File: src/hdl/jet_pkg.sv
// Shared definitions for the Julia escape-time core: widths, register
// indexes, reset values and the control/status structs.
// No dependencies.
`timescale 1ns / 1ps
`default_nettype none

package jet_pkg;

  // Fixed-point format of all coordinates (Q5.27)
  localparam int FRAC_BITS   = 27;
  localparam int MAX_DIM_DEF = 2048;

  // Field and register widths
  localparam int PIX_W      = 11;
  localparam int COORD_W    = 32;
  localparam int STEP_W     = 31;
  localparam int ITER_W     = 10;
  localparam int CFG_IDX_W  = 3;
  localparam int CFG_DATA_W = 32;

  // Iterate operand width: covers +/-2^(FRAC_BITS+1), the only range ever squared
  localparam int MW = FRAC_BITS + 3;
  localparam int PW = 2 * MW;

  // Register indexes
  localparam logic [CFG_IDX_W-1:0] REG_START_RE = 3'd0;
  localparam logic [CFG_IDX_W-1:0] REG_START_IM = 3'd1;
  localparam logic [CFG_IDX_W-1:0] REG_STEP_RE  = 3'd2;
  localparam logic [CFG_IDX_W-1:0] REG_STEP_IM  = 3'd3;
  localparam logic [CFG_IDX_W-1:0] REG_CONST_RE = 3'd4;
  localparam logic [CFG_IDX_W-1:0] REG_CONST_IM = 3'd5;
  localparam logic [CFG_IDX_W-1:0] REG_MAX_ITER = 3'd6;

  // Reset values
  localparam logic [COORD_W-1:0] RST_START_RE = 32'hF000_0000;  // -2.0
  localparam logic [COORD_W-1:0] RST_START_IM = 32'hF000_0000;  // -2.0
  localparam logic [STEP_W-1:0]  RST_STEP_RE  = 31'd671089;
  localparam logic [STEP_W-1:0]  RST_STEP_IM  = 31'd671089;
  localparam logic [COORD_W-1:0] RST_CONST_RE = 32'hF999_999A;  // about -0.8
  localparam logic [COORD_W-1:0] RST_CONST_IM = 32'd20937965;   // about 0.156
  localparam logic [ITER_W-1:0]  RST_MAX_ITER = 10'd50;

  // Configuration register set
  typedef struct packed {
    logic [COORD_W-1:0] start_re;
    logic [COORD_W-1:0] start_im;
    logic [STEP_W-1:0]  step_re;
    logic [STEP_W-1:0]  step_im;
    logic [COORD_W-1:0] const_re;
    logic [COORD_W-1:0] const_im;
    logic [ITER_W-1:0]  max_iter;
  } cfg_t;

  // Controller to datapath commands
  typedef struct packed {
    logic capture;  // latch pixel indices of the accepted request
    logic load;     // form start point, clear count
    logic mul;      // register x*x, y*y, x*y
    logic step;     // write z = z*z + c, bump count
    logic emit;     // write the result register
  } dp_cmd_t;

  // Datapath to controller status
  typedef struct packed {
    logic limit_hit;  // count reached max_iter
    logic out_range;  // |re| or |im| above 2.0
    logic escaped;    // |z|^2 above 4.0
  } dp_stat_t;

endpackage

`default_nettype wire

File: src/hdl/jet_cfg.sv
// Configuration register file of the Julia escape-time core.
// Depends on jet_pkg.
`timescale 1ns / 1ps
`default_nettype none

module jet_cfg (
  input  wire                           clk,
  input  wire                           rst_n,
  input  wire                           cfg_we,
  input  wire [jet_pkg::CFG_IDX_W-1:0]  cfg_index,
  input  wire [jet_pkg::CFG_DATA_W-1:0] cfg_wdata,
  output jet_pkg::cfg_t                 cfg
);
  import jet_pkg::*;

  cfg_t cfg_r;
  cfg_t cfg_nxt;

  // Write decode; unknown indexes are dropped
  always_comb begin
    cfg_nxt = cfg_r;
    if (cfg_we) begin
      unique case (cfg_index)
        REG_START_RE: cfg_nxt.start_re = cfg_wdata;
        REG_START_IM: cfg_nxt.start_im = cfg_wdata;
        REG_STEP_RE:  cfg_nxt.step_re  = cfg_wdata[STEP_W-1:0];
        REG_STEP_IM:  cfg_nxt.step_im  = cfg_wdata[STEP_W-1:0];
        REG_CONST_RE: cfg_nxt.const_re = cfg_wdata;
        REG_CONST_IM: cfg_nxt.const_im = cfg_wdata;
        REG_MAX_ITER: cfg_nxt.max_iter = cfg_wdata[ITER_W-1:0];
        default:      cfg_nxt = cfg_r;
      endcase
    end
  end

  always_ff @(posedge clk) begin
    if (!rst_n) begin
      cfg_r.start_re <= RST_START_RE;
      cfg_r.start_im <= RST_START_IM;
      cfg_r.step_re  <= RST_STEP_RE;
      cfg_r.step_im  <= RST_STEP_IM;
      cfg_r.const_re <= RST_CONST_RE;
      cfg_r.const_im <= RST_CONST_IM;
      cfg_r.max_iter <= RST_MAX_ITER;
    end else begin
      cfg_r <= cfg_nxt;
    end
  end

  assign cfg = cfg_r;

endmodule

`default_nettype wire

File: config.mk
export PLATFORM = sky130hd
export DESIGN_NAME = jet_cfg
export DESIGN_NICKNAME = d
export VERILOG_FILES = /design/src/hdl/jet_pkg.sv /design/src/hdl/jet_cfg.sv
export SDC_FILE = /design/constraint.sdc
export NUM_CORES = 1
export LEC_CHECK = 0
export ABC_AREA = 0
export BUFFER_PORTS_ARGS = -buffer_cell sky130_fd_sc_hd__buf_4
export CAP_MARGIN = 20
export CORE_MARGIN = 2
export CORE_UTILIZATION = 53
export CTS_CLUSTER_DIAMETER = 50
export DETAILED_ROUTE_END_ITERATION = 12
export PLACE_DENSITY = 0.84
export SYNTH_ARGS = -nofsm -noshare
export SYNTH_HDL_FRONTEND = slang
export SYNTH_SLANG_ARGS = --single-unit
File: constraint.sdc
create_clock -name clk -period 3.3 [get_ports clk]
set_input_delay 0.33 -clock clk [delete_from_list [all_inputs] [get_ports clk]]
set_output_delay 0.33 -clock clk [all_outputs]
set_load 0.1 [all_outputs]
# Word-level counts from Yosys, hierarchy flattened
# Index checks and enable logic that the tools add are counted.
classes:
  reduce_logical: 8
  eq_ne: 6
ops:
  columns: ["operator", "count"]
  rows:
  - ["2-bit AND reduction", 7]
  - ["3-bit == test (second input constant)", 3]
  - ["3-bit by 2-bit == test with 1-bit output (second input constant)", 2]
  - ["3-bit by 1-bit == test with 1-bit output (second input constant)", 1]
  - ["3-bit zero test", 1]
totals:
  out_inout_bits: 200
  regBits: 200
  elab_cells: 21
  inputBits: 38

# Depth between registers and ports, before layout
depth:
  depth_word: 2
  ltp_mapped: 5
  mapped_depth_nobuf: 2

# Worst setup path before layout
# Ideal clock, no wire load.
synth_timing:
  path_type: "input to register"
  startpoint: "input cfg_index[1] in the netlist's numbering"
  endpoint: "register cfg_r, in the netlist cfg[196]"
  setup_time_ps: 124
  cell_stages: 5
  setup_slack_ps: 1810
  path_buffers: 3
  required_ps: 3176
  t_arrival_ps: 1366
  path_cell_list: "buf_2 -> or4b_4 -> buf_6 -> buf_8 -> mux2i_1"
synth_via:
  elab_chain_cells: 2
synth_lines:
  columns: ["item", "line_no", "rtl"]
  rows:
  - ["start: declaration", "jet_cfg.sv:10", "input wire [jet_pkg::CFG_IDX_W-1:0] cfg_index,"]
  - ["3-bit zero test", "jet_cfg.sv:23", "unique case (cfg_index)"]
  - ["2-bit AND reduction (no source line)", null, null]
  - ["end signal: assignment", "jet_cfg.sv:46", "cfg_r <= cfg_nxt;"]
  - ["end: declaration", "jet_cfg.sv:16", "cfg_t cfg_r;"]
# Every way passes these cells.
# A chain may end at the register's enable or synchronous reset.

# Worst setup path in the final report
layout_timing:
  startpoint: "input cfg_index[1] in the netlist's numbering"
  endpoint: "register cfg_r, in the netlist cfg[46]"
layout_via:
  elab_chain_cells: 2
layout_lines:
  columns: ["item", "line_no"]
  rows:
  - ["3-bit == test", "jet_cfg.sv:23"]
  - ["2-bit AND reduction (no source line)", null]
# Every way passes these cells.

==> metrics list <==
- The flow ran to the end, and the final reports show no timing, DRC or antenna violations.
* Max Cap Viol: 0
- Final std cells w/o fill: 1131
- Tightest Pin Transition: 0.935 ns
- From left edge to right edge, the die measures 124 um.
- Type of element launching the critical path: input pin
* Routed wire length: 19400 um
- Number of buffers added by the clock tree synthesis step: 17
* Clock root cell: sky130_fd_sc_hd__clkbuf_16
- Number of global-route vias before repair: 5695
- Placer congestion estimate: 0.800
- Final worst hold slack: 0.165 ns
* Cell leakage power: 4.71 nW
- Starting density of the core: 54.5%
- Largest voltage drop on the vdd net: 0.351 mV
- CTS built an H-tree with a depth of 4.
- Antenna violations before repair: 0
* Maximum clock path buffer count: 2
- The first TritonRoute pass finished after 6 iterations.
* Sort of element at the end of the critical path: flop
* Classification of the worst setup path: input pin to flop
* Die height: 124 um
* Average wire per cell in the routed design: 17.2 um
- The total area inside the core boundary comes to 13900 um2.
- A synthesized cell averages 10.5 um2.
- In this run, synthesis produced a sequential element count of 200.
- In the routed design, unresolved DRC markers number 0.
- Post-Synthesis Net Count: 765
* I/O Buffers: 237
* Share of post-route cells with drive strength above 1: 30.1%
- Number of failing setup endpoints in the final timing report: 0
* Iter 0 DRT Violations: 273
* Post-route clock skew: 0 ns
* Overall fraction of global-route tracks in use: 25.8%
- After layout, the minimum clock period comes to 1.60 ns.
* # diodes: 0
- Max reg flops: 200
- In this run the power density over the cells is 521 nW/um2.
- Total chip power: 0.00525 W
* Count of nets after finishing: 976
- Wire length of the first global-routing pass: 30000 um
- The detailed router placed 5728 vias in this run.
* Required @ worst endpoint: 3.60 ns
- Clock transition at the registers of the reported paths: 0.07 ns
- Cells fill 72.4% of the core in the end.
- Remaining Overflow, GRT: 0
- CTS Sinks: 200
* Count of yosys warnings during synthesis: 0
- Yosys cell types: 15
- Cts repair resizes: 0
- The number of setup buffers added after CTS is 0.
- Std cell rows: 43
- Max-slew violation total from the final report: 0
* Max-Slew Margin vs Limit: 37.6%
* Worst Path Max Fanout: 14
- Arrival time reported for the critical path endpoint: 1.90 ns
- At the later pin of the worst-skew pair, clock insertion delay measures 0.42 ns.
- Synthesis-to-finish area growth: 32.7%
- Final Hold Viols: 0
- Pin placement for this block handled 238 I/O pins.
- Share of the yosys chip area belonging to registers: 52.7%
* Cells after DPL: 1099
- The cell count after synthesis came out at 727.
* Largest net degree at the start of global routing: 93
- Hold Path Class: input pin to flop
- Die Footprint: 15300 um2
- # hold bufs at CTS: 0
- TritonCTS built the clock tree.
- Using the TritonRoute via totals, the vias-per-cell ratio works out to 5.06.
* Half-perimeter wire length of the detailed placement result: 13500 um
* Crit share post-route: 48.6%
* Total negative slack: 0 ns
- For this run, the top clock speed supported by timing is 624 MHz.
- Setup repair after global routing left no endpoint under its margin.
- The detail route stage leaves a number of antenna-violating nets equal to 0.
- Cell Area, Synth: 7600 um2
==> synthesized netlist by cell type (all sizes together) <==
| cell | count | area (um2) |
|---|---|---|
| buf | 28 | 165 |
| or4b | 1 | 13.8 |
| dfxtp | 200 | 4000 |
| nor2b | 97 | 607 |
| nor4b | 1 | 8.76 |
| and4b | 1 | 10.0 |
| mux2i | 200 | 2000 |
| nand4b | 3 | 26.3 |
| nand2 | 163 | 612 |
| nand4bb | 1 | 11.3 |
| clkbuf | 29 | 109 |
| nor4bb | 3 | 30.0 |
==> critical path, cell delays in order <==
cell and delay, ns:
sky130_fd_sc_hd__buf_4 0.16, sky130_fd_sc_hd__nand4bb_2 0.78, sky130_fd_sc_hd__buf_4 0.48, sky130_fd_sc_hd__mux2i_1 0.13
==> stage by stage <==
step,cell area (um2),setup slack (ns)
floorplan,7600,1.81
global route,10100,1.65
CTS,10100,1.72
finish,10100,1.70
detailed placement,9520,1.27
global placement,9520,1.32
==> area by class of cell <==
type | instances | area (um2)
Tap cell | 180 | 225
Sequential cell | 200 | 4000
Clock inverter | 11 | 98.8
Clock buffer | 21 | 470
Multi-Input combinational cell | 470 | 3380
Timing Repair Buffer | 249 | 1910
Fill cell | 1040 | 3850
==> per-layer routing <==
| metal | track usage, % | routed length, um | up-vias |
|---|---|---|---|
| li1 | - | - | 2803 |
| met1 | 31.5 | 8180 | 2689 |
| met2 | 41.8 | 8970 | 207 |
| met3 | 9.66 | 1940 | 29 |
| met4 | 8.95 | 334 | 0 |
| met5 | 0 | 0 | - |
==> path summary, 6_finish.rpt <==
check                startpoint  endpoint  slack [ns]  cells after the start
hold / removal    cfg_wdata[31]   cfg[41]        0.17                      3
setup / recovery   cfg_index[1]   cfg[46]        1.70                      4
hold reg to reg        cfg[131]  cfg[131]        0.46                      2
setup reg to reg        cfg[69]   cfg[69]        2.62                      2
==> report_power, final <==
part	switching [W]	leakage, nW	total [W]	internal (W)
combinational	0.000571	2.81	0.000757	0.000186
sequential	0.0000309	1.62	0.00250	0.00247
clock	0.000896	0.275	0.00200	0.00110
total	0.00150	4.71	0.00525	0.00375
==> logic make-up (layout without fill, tap and decap cells) <==
| logic type | after synthesis | after routing | share of synthesized area (%) |
|---|---|---|---|
| AND/OR/NAND/NOR | 270 | 270 | 17.4 |
| multiplexers | 200 | 200 | 26.3 |
| flip-flops | 200 | 200 | 52.7 |
| buffers and inverters | 57 | 281 | 3.61 |
==> cells in the final DEF, fill, tap and decap left out, types with 3 or more instances in the layout <==
cell type / n
sky130_fd_sc_hd__buf_4: 245
sky130_fd_sc_hd__mux2i_1: 200
sky130_fd_sc_hd__dfxtp_1: 200
sky130_fd_sc_hd__nand2_1: 163
sky130_fd_sc_hd__nor2b_1: 97
sky130_fd_sc_hd__clkbuf_16: 17
sky130_fd_sc_hd__clkinv_2: 4
sky130_fd_sc_hd__nor4bb_4: 3
sky130_fd_sc_hd__nand4b_1: 3
sky130_fd_sc_hd__clkbuf_8: 3
sky130_fd_sc_hd__clkinvlp_4: 3
sky130_fd_sc_hd__clkinv_4: 3
sky130_fd_sc_hd__buf_12: 3
(Power assumes the default switching activity.)
