File: src/hdl/jet_pkg.sv
// Shared definitions for the Julia escape-time core: widths, register
// indexes, reset values and the control/status structs.
// No dependencies.
`timescale 1ns / 1ps
`default_nettype none

package jet_pkg;

  // Fixed-point format of all coordinates (Q5.27)
  localparam int FRAC_BITS   = 27;
  localparam int MAX_DIM_DEF = 2048;

  // Field and register widths
  localparam int PIX_W      = 11;
  localparam int COORD_W    = 32;
  localparam int STEP_W     = 31;
  localparam int ITER_W     = 10;
  localparam int CFG_IDX_W  = 3;
  localparam int CFG_DATA_W = 32;

  // Iterate operand width: covers +/-2^(FRAC_BITS+1), the only range ever squared
  localparam int MW = FRAC_BITS + 3;
  localparam int PW = 2 * MW;

  // Register indexes
  localparam logic [CFG_IDX_W-1:0] REG_START_RE = 3'd0;
  localparam logic [CFG_IDX_W-1:0] REG_START_IM = 3'd1;
  localparam logic [CFG_IDX_W-1:0] REG_STEP_RE  = 3'd2;
  localparam logic [CFG_IDX_W-1:0] REG_STEP_IM  = 3'd3;
  localparam logic [CFG_IDX_W-1:0] REG_CONST_RE = 3'd4;
  localparam logic [CFG_IDX_W-1:0] REG_CONST_IM = 3'd5;
  localparam logic [CFG_IDX_W-1:0] REG_MAX_ITER = 3'd6;

  // Reset values
  localparam logic [COORD_W-1:0] RST_START_RE = 32'hF000_0000;  // -2.0
  localparam logic [COORD_W-1:0] RST_START_IM = 32'hF000_0000;  // -2.0
  localparam logic [STEP_W-1:0]  RST_STEP_RE  = 31'd671089;
  localparam logic [STEP_W-1:0]  RST_STEP_IM  = 31'd671089;
  localparam logic [COORD_W-1:0] RST_CONST_RE = 32'hF999_999A;  // about -0.8
  localparam logic [COORD_W-1:0] RST_CONST_IM = 32'd20937965;   // about 0.156
  localparam logic [ITER_W-1:0]  RST_MAX_ITER = 10'd50;

  // Configuration register set
  typedef struct packed {
    logic [COORD_W-1:0] start_re;
    logic [COORD_W-1:0] start_im;
    logic [STEP_W-1:0]  step_re;
    logic [STEP_W-1:0]  step_im;
    logic [COORD_W-1:0] const_re;
    logic [COORD_W-1:0] const_im;
    logic [ITER_W-1:0]  max_iter;
  } cfg_t;

  // Controller to datapath commands
  typedef struct packed {
    logic capture;  // latch pixel indices of the accepted request
    logic load;     // form start point, clear count
    logic mul;      // register x*x, y*y, x*y
    logic step;     // write z = z*z + c, bump count
    logic emit;     // write the result register
  } dp_cmd_t;

  // Datapath to controller status
  typedef struct packed {
    logic limit_hit;  // count reached max_iter
    logic out_range;  // |re| or |im| above 2.0
    logic escaped;    // |z|^2 above 4.0
  } dp_stat_t;

endpackage

`default_nettype wire

File: src/hdl/jet_ctrl.sv
// Sequencer of the Julia escape-time core: request handshake, iteration
// phases and the result register's valid flag. Depends on jet_pkg.
`timescale 1ns / 1ps
`default_nettype none

module jet_ctrl (
  input  wire                     clk,
  input  wire                     rst_n,
  input  wire                     in_valid,
  output logic                    in_ready,
  output logic                    out_valid,
  input  wire                     out_ready,
  input  wire jet_pkg::dp_stat_t  stat,
  output jet_pkg::dp_cmd_t        cmd
);
  import jet_pkg::*;

  localparam logic [2:0] S_IDLE = 3'd0;
  localparam logic [2:0] S_LOAD = 3'd1;
  localparam logic [2:0] S_MUL  = 3'd2;
  localparam logic [2:0] S_ADD  = 3'd3;
  localparam logic [2:0] S_DONE = 3'd4;

  logic [2:0] state_r, state_nxt;
  logic       out_valid_r, out_valid_nxt;

  // Phase sequencing: LOAD, then MUL/ADD pairs until limit, out-of-range or escape
  always_comb begin
    state_nxt = state_r;
    cmd       = '0;
    unique case (state_r)
      S_IDLE: begin
        if (in_valid) begin
          cmd.capture = 1'b1;
          state_nxt   = S_LOAD;
        end
      end
      S_LOAD: begin
        cmd.load  = 1'b1;
        state_nxt = S_MUL;
      end
      S_MUL: begin
        if (stat.limit_hit || stat.out_range) begin
          state_nxt = S_DONE;
        end else begin
          cmd.mul   = 1'b1;
          state_nxt = S_ADD;
        end
      end
      S_ADD: begin
        if (stat.escaped) begin
          state_nxt = S_DONE;
        end else begin
          cmd.step  = 1'b1;
          state_nxt = S_MUL;
        end
      end
      S_DONE: begin
        // wait for a free result register
        if (!out_valid_r || out_ready) begin
          cmd.emit  = 1'b1;
          state_nxt = S_IDLE;
        end
      end
      default: state_nxt = S_IDLE;
    endcase
  end

  // Result valid flag
  always_comb begin
    if (cmd.emit) begin
      out_valid_nxt = 1'b1;
    end else if (out_ready) begin
      out_valid_nxt = 1'b0;
    end else begin
      out_valid_nxt = out_valid_r;
    end
  end

  always_ff @(posedge clk) begin
    if (!rst_n) begin
      state_r     <= S_IDLE;
      out_valid_r <= 1'b0;
    end else begin
      state_r     <= state_nxt;
      out_valid_r <= out_valid_nxt;
    end
  end

  assign in_ready  = (state_r == S_IDLE);
  assign out_valid = out_valid_r;

endmodule

`default_nettype wire

File: config.mk
export PLATFORM = sky130hd
export DESIGN_NAME = jet_ctrl
export DESIGN_NICKNAME = d
export VERILOG_FILES = /design/src/hdl/jet_pkg.sv /design/src/hdl/jet_ctrl.sv
export SDC_FILE = /design/constraint.sdc
export NUM_CORES = 1
export LEC_CHECK = 0
export ABC_AREA = 1
export BUFFER_PORTS_ARGS = -buffer_cell sky130_fd_sc_hd__clkbuf_2
export CAP_MARGIN = 5
export CORE_AREA = 2 2 39 41
export CTS_CLUSTER_SIZE = 14
export DETAILED_ROUTE_END_ITERATION = 8
export DIE_AREA = 0 0 41 43
export PLACE_DENSITY = 0.41
export SLEW_MARGIN = 20
export SYNTH_ARGS = -nofsm -noshare
export SYNTH_HDL_FRONTEND = slang
export SYNTH_SLANG_ARGS = --single-unit
File: constraint.sdc
create_clock -name clk -period 0.9 [get_ports clk]
set_input_delay 0.18 -clock clk [delete_from_list [all_inputs] [get_ports clk]]
set_output_delay 0.18 -clock clk [all_outputs]
set_load 0.02 [all_outputs]
-- Word-level counts from Yosys, hierarchy flattened
Cells that the tools add are included.
Widths: inputs -> output; s select.
- output and inout port bits: 7
- input port bits: 7
- register bits: 4
- logic and storage cells: 30
- equal/unequal tests: 6
- reduce and logical (&&, ||, !) cells: 6
- multiplexer cells: 16
- operators with widths (kind ; count):
    $pmux 3 s5 ; 1
    $mux 3 ; 4
    $mux 1 ; 11
    $eq 3x2->1 const B ; 2
    $ne 2x2->1 const B ; 2
    $eq 3x1->1 const B ; 1
    $eq 3x3->1 const B ; 1
    $logic_not 3->1 ; 1
    $logic_or 1x1->1 ; 2
    $reduce_and 2->1 ; 1
    $reduce_bool 2->1 ; 1
    $logic_not 1->1 ; 1

-- Longest topological paths before layout
- depth in word-level cells: 5
- gate-level depth with buffers: 6
- mapped depth without buffers: 6

-- Worst setup path before layout
Ideal clock, no wire load.
- path type: reg2out
- from: register state_r[0]
- to: output cmd[4] in the netlist's numbering
- data required time: 720 ps
- arrival: 861 ps
- slack: -141 ps
- buffers on the path: 0
- stages on the path, launching flop included: 4
- path through: dfxtp_1 > nor2_2 > nand2_1 > nor2_1
- RTL lines (item ; line ; source):
    start, declared ; jet_ctrl.sv:24 ; logic [2:0] state_r, state_nxt;
    start signal, assigned ; jet_ctrl.sv:85 ; state_r <= state_nxt;
    end, declared ; jet_ctrl.sv:14 ; output jet_pkg::dp_cmd_t cmd

==> Flow_metrics.wiki <==
{| class="wikitable"
! Metric !! Value
|-
| Shortest period the worst path allows || 1237 ps
|-
| Outcome || finished with violations
|-
| Peak per-stage delay on the critical path || 370 ps
|-
| Share of final-layout standard cells stronger than drive strength 1 || 65.71%
|-
| Source-to-sink clock delay at the later pin of the worst-skew pair || 230 ps
|-
| Max-slew violation count || 0
|-
| DIE AREA || 0.001763 mm²
|-
| Netlist area before placement || 267.8 µm²
|-
| Die H || 43 µm
|-
| # rows || 14
|-
| Via count of the first global-routing pass || 314
|-
| Placed Cells || 76
|-
| Flop-to-flop setup slack || -240 ps
|-
| Crit path required time || 720 ps
|-
| TritonCTS Buffers || 3
|-
| Placed wire-length estimate after detailed placement || 500.7 µm
|-
| Overall track demand over capacity in global routing || about a tenth
|-
| Final Hold Fails || 0
|-
| Leading area contributor after synthesis || sky130_fd_sc_hd__dfxtp_1
|-
| Overall Power || about 850 µW
|-
| Clk sinks || 4
|-
| Final core utilization || about two fifths
|-
| Clock tree root buffer cell || sky130_fd_sc_hd__clkbuf_4
|-
| Reg-to-Reg Start || state_r[1]
|-
| Avg Cell Area, Syn || 5.950 µm²
|-
| X dimension of the die || 41 µm
|-
| I/O pin count || 14
|-
| Fillcell total || around 160
|-
| Relative slew margins || about nine tenths
|-
| Slowest stage cell on the critical path || sky130_fd_sc_hd__dfxtp_4
|-
| CTS tree || built
|-
| Worst-case vdd ir drop || 0.0007580 V
|-
| Fraction of post-synthesis cell area in the top cell type by area || ~30%
|-
| Instance count on the critical path || 5
|-
| Leakage power figure || 0.3214 nW
|-
| Yosys warnings || 0
|-
| Cell family with most CP delay || flip-flops
|-
| MaxCap Viol Count || 0
|-
| Global-route wire length before repair || 1.104 mm
|-
| Synth Instances || 45
|-
| Final routed wirelength across all metal layers || between 700 and 800 µm
|-
| Synthesized netlist net count || 52
|-
| Setup Total Neg Slack || -2478 ps
|-
| Via count normalized by instance count || 3.814
|-
| Core area || 0.001384 mm²
|-
| Portion of the post-synthesis area used by sequential elements || ~30%
|-
| Violation count after the first detailed-routing iteration || 2
|-
| Routability cong. || 0.6039
|-
| Number of vias after detailed routing || 328
|-
| Critical Path Source || state_r[1]
|-
| Final nets || 79
|-
| Final setup margin || -337.2 ps
|-
| Placed Instance Area || slightly below 400 µm²
|-
| Transition time of the tightest slew-check pin || 134.3 ps
|-
| Fmax || 808.3 MHz
|-
| Congestion Overflow GR || 0
|-
| Kind of capture point of the worst setup path || output pin
|-
| Crit start category || flip-flop
|-
| N_diodes || 0
|-
| Critical path peak fanout || 3
|-
| Final period utilization || 137.5%
|-
| Critical path start-end classification || reg2out
|-
| Pwr per Cell Area || roughly 1500 mW/mm²
|-
| Final antenna-violating net count || 0
|-
| Last element of the critical path || cmd[2]
|-
| Final standard cell count with taps included and fillers excluded || 86
|-
| Number of hold-repair buffers added at the cts stage || 0
|-
| Worst-path clk slew || 40 ps
|-
| Area added between synthesis and finish || 113.6%
|-
| Drt first pass iters || 3
|-
| Post-synthesis sequential element count || 4
|-
| Critical path buffer and inverter count || 3
|-
| Clock buffer depth || 2
|-
| Reg2Reg Depth || 8
|-
| Most area-consuming cells after synthesis || sky130_fd_sc_hd__dfxtp_1, sky130_fd_sc_hd__inv_1, sky130_fd_sc_hd__nand3_1
|-
| WP data arrival || 1060 ps
|-
| Antenna violations before repair || 0
|-
| Port Buf Inserts || 13
|-
| Violations in the final reports || negative setup slack
|-
| Number of distinct library cells after synthesis || 11
|-
| Crit-path cells || inv_4, nor2_4, nand3_2, inv_2, buf_8
|-
| Class of the worst hold path || in2reg
|-
| Post-route design area || 571.8 µm²
|-
| Setup violations, final || 10
|-
| Worst flop-to-flop path endpoint || state_r[0]
|-
| RSZ-0062 raised after global routing || true
|-
| Initial Util || 19.35%
|-
| Wire per inst || 8.663 µm
|-
| Pin count of the biggest net entering global routing || 6
|-
| Setup clock skew after layout || between 2 and 3 ps
|-
| H-tree levels || 1
|-
| DRC violation count after routing || 0
|}
==> flip-flops by register name (all words and copies together) (netlist names) <==
| name | flops |
|---|---|
| state_r | 3 |
| out_valid | 1 |
==> routing by layer <==
| metal | global-route usage, % | wire [µm] | up-vias |
|---|---|---|---|
| met5 | 0 | 0 | - |
| met4 | 12.00 | 8 | 0 |
| met3 | 1.571 | 34 | 2 |
| met2 | 15.94 | 446 | 7 |
| met1 | 9.032 | 256 | 134 |
| li1 | - | - | 185 |
==> worst min-delay path by stage <==
stage | startpoint | endpoint | cells past startpoint
2_1_floorplan | rst_n | state_r[1] | 2
3_3_place_gp | rst_n | state_r[2] | 3
3_5_place_dp | rst_n | state_r[2] | 3
4_1_cts | rst_n | state_r[2] | 3
5_1_grt | rst_n | state_r[2] | 3
6_report | rst_n | state_r[2] | 3
==> cells in the mapped netlist <==
master / number
sky130_fd_sc_hd__nand4_1: 1
sky130_fd_sc_hd__nor2_2: 2
sky130_fd_sc_hd__nand3_1: 9
sky130_fd_sc_hd__buf_4: 1
sky130_fd_sc_hd__nand2_1: 6
sky130_fd_sc_hd__nor2_1: 5
sky130_fd_sc_hd__inv_1: 14
sky130_fd_sc_hd__inv_2: 1
sky130_fd_sc_hd__o21a_1: 1
sky130_fd_sc_hd__nor2_4: 1
sky130_fd_sc_hd__dfxtp_1: 4
==> power by group <==
part / total [mW] / switching (mW) / internal (mW)
registers: 0.239 / 0.0362 / 0.203
clock network: 0.215 / 0.0659 / 0.149
logic: 0.398 / 0.196 / 0.202
total: 0.852 / 0.298 / 0.554
==> cell usage in the layout, fill, tap and decap left out, drive strengths merged <==
master | netlist | layout
nand4 | 1 | 1
nand3 | 9 | 9
clkbuf | 0 | 11
inv | 15 | 15
buf | 1 | 15
dfxtp | 4 | 4
nand2 | 6 | 6
nor2 | 8 | 8
o21a | 1 | 1
==> logic make-up after synthesis <==
| group | after synthesis | synth area share (%) |
|---|---|---|
| buffers and inverters | 16 | 23.83 |
| AO/OA/AOI/OAI | 1 | 2.805 |
| AND/OR/NAND/NOR | 24 | 43.46 |
| flip-flops | 4 | 29.91 |
==> cell type report <==
| type | count | area (µm²) | share of cell area [%] |
|---|---|---|---|
| well taps | 16 | 20.02 | 3.501 |
| multi-input cells | 25 | 173.9 | 30.42 |
| repair buffers | 23 | 201.4 | 35.23 |
| clock buffers | 3 | 22.52 | 3.939 |
| inverters | 15 | 61.31 | 10.72 |
| flip-flops and latches | 4 | 92.59 | 16.19 |
==> tightest hold or removal path: stages <==
cell	delay [ps]
sky130_fd_sc_hd__clkbuf_2	110
sky130_fd_sc_hd__nand2_1	60
sky130_fd_sc_hd__inv_1	40
==> metrics by stage <==
step           setup slack, ps  hold slack [ps]
2_1_floorplan           -37.33            277.6
3_3_place_gp            -156.5            438.7
3_5_place_dp            -152.0            435.8
4_1_cts                 -344.5            191.0
5_1_grt                 -386.5            228.1
6_report                -337.2            192.3
==> repair_timing <==
action | in CTS | in global routing
endpoints found under the setup margin | 9 | 11
gates resized for setup | 23 | 12
buffers inserted | 5 | 2
pin swaps | 4 | 5
No activity file was read; power rests on OpenSTA's default activity.
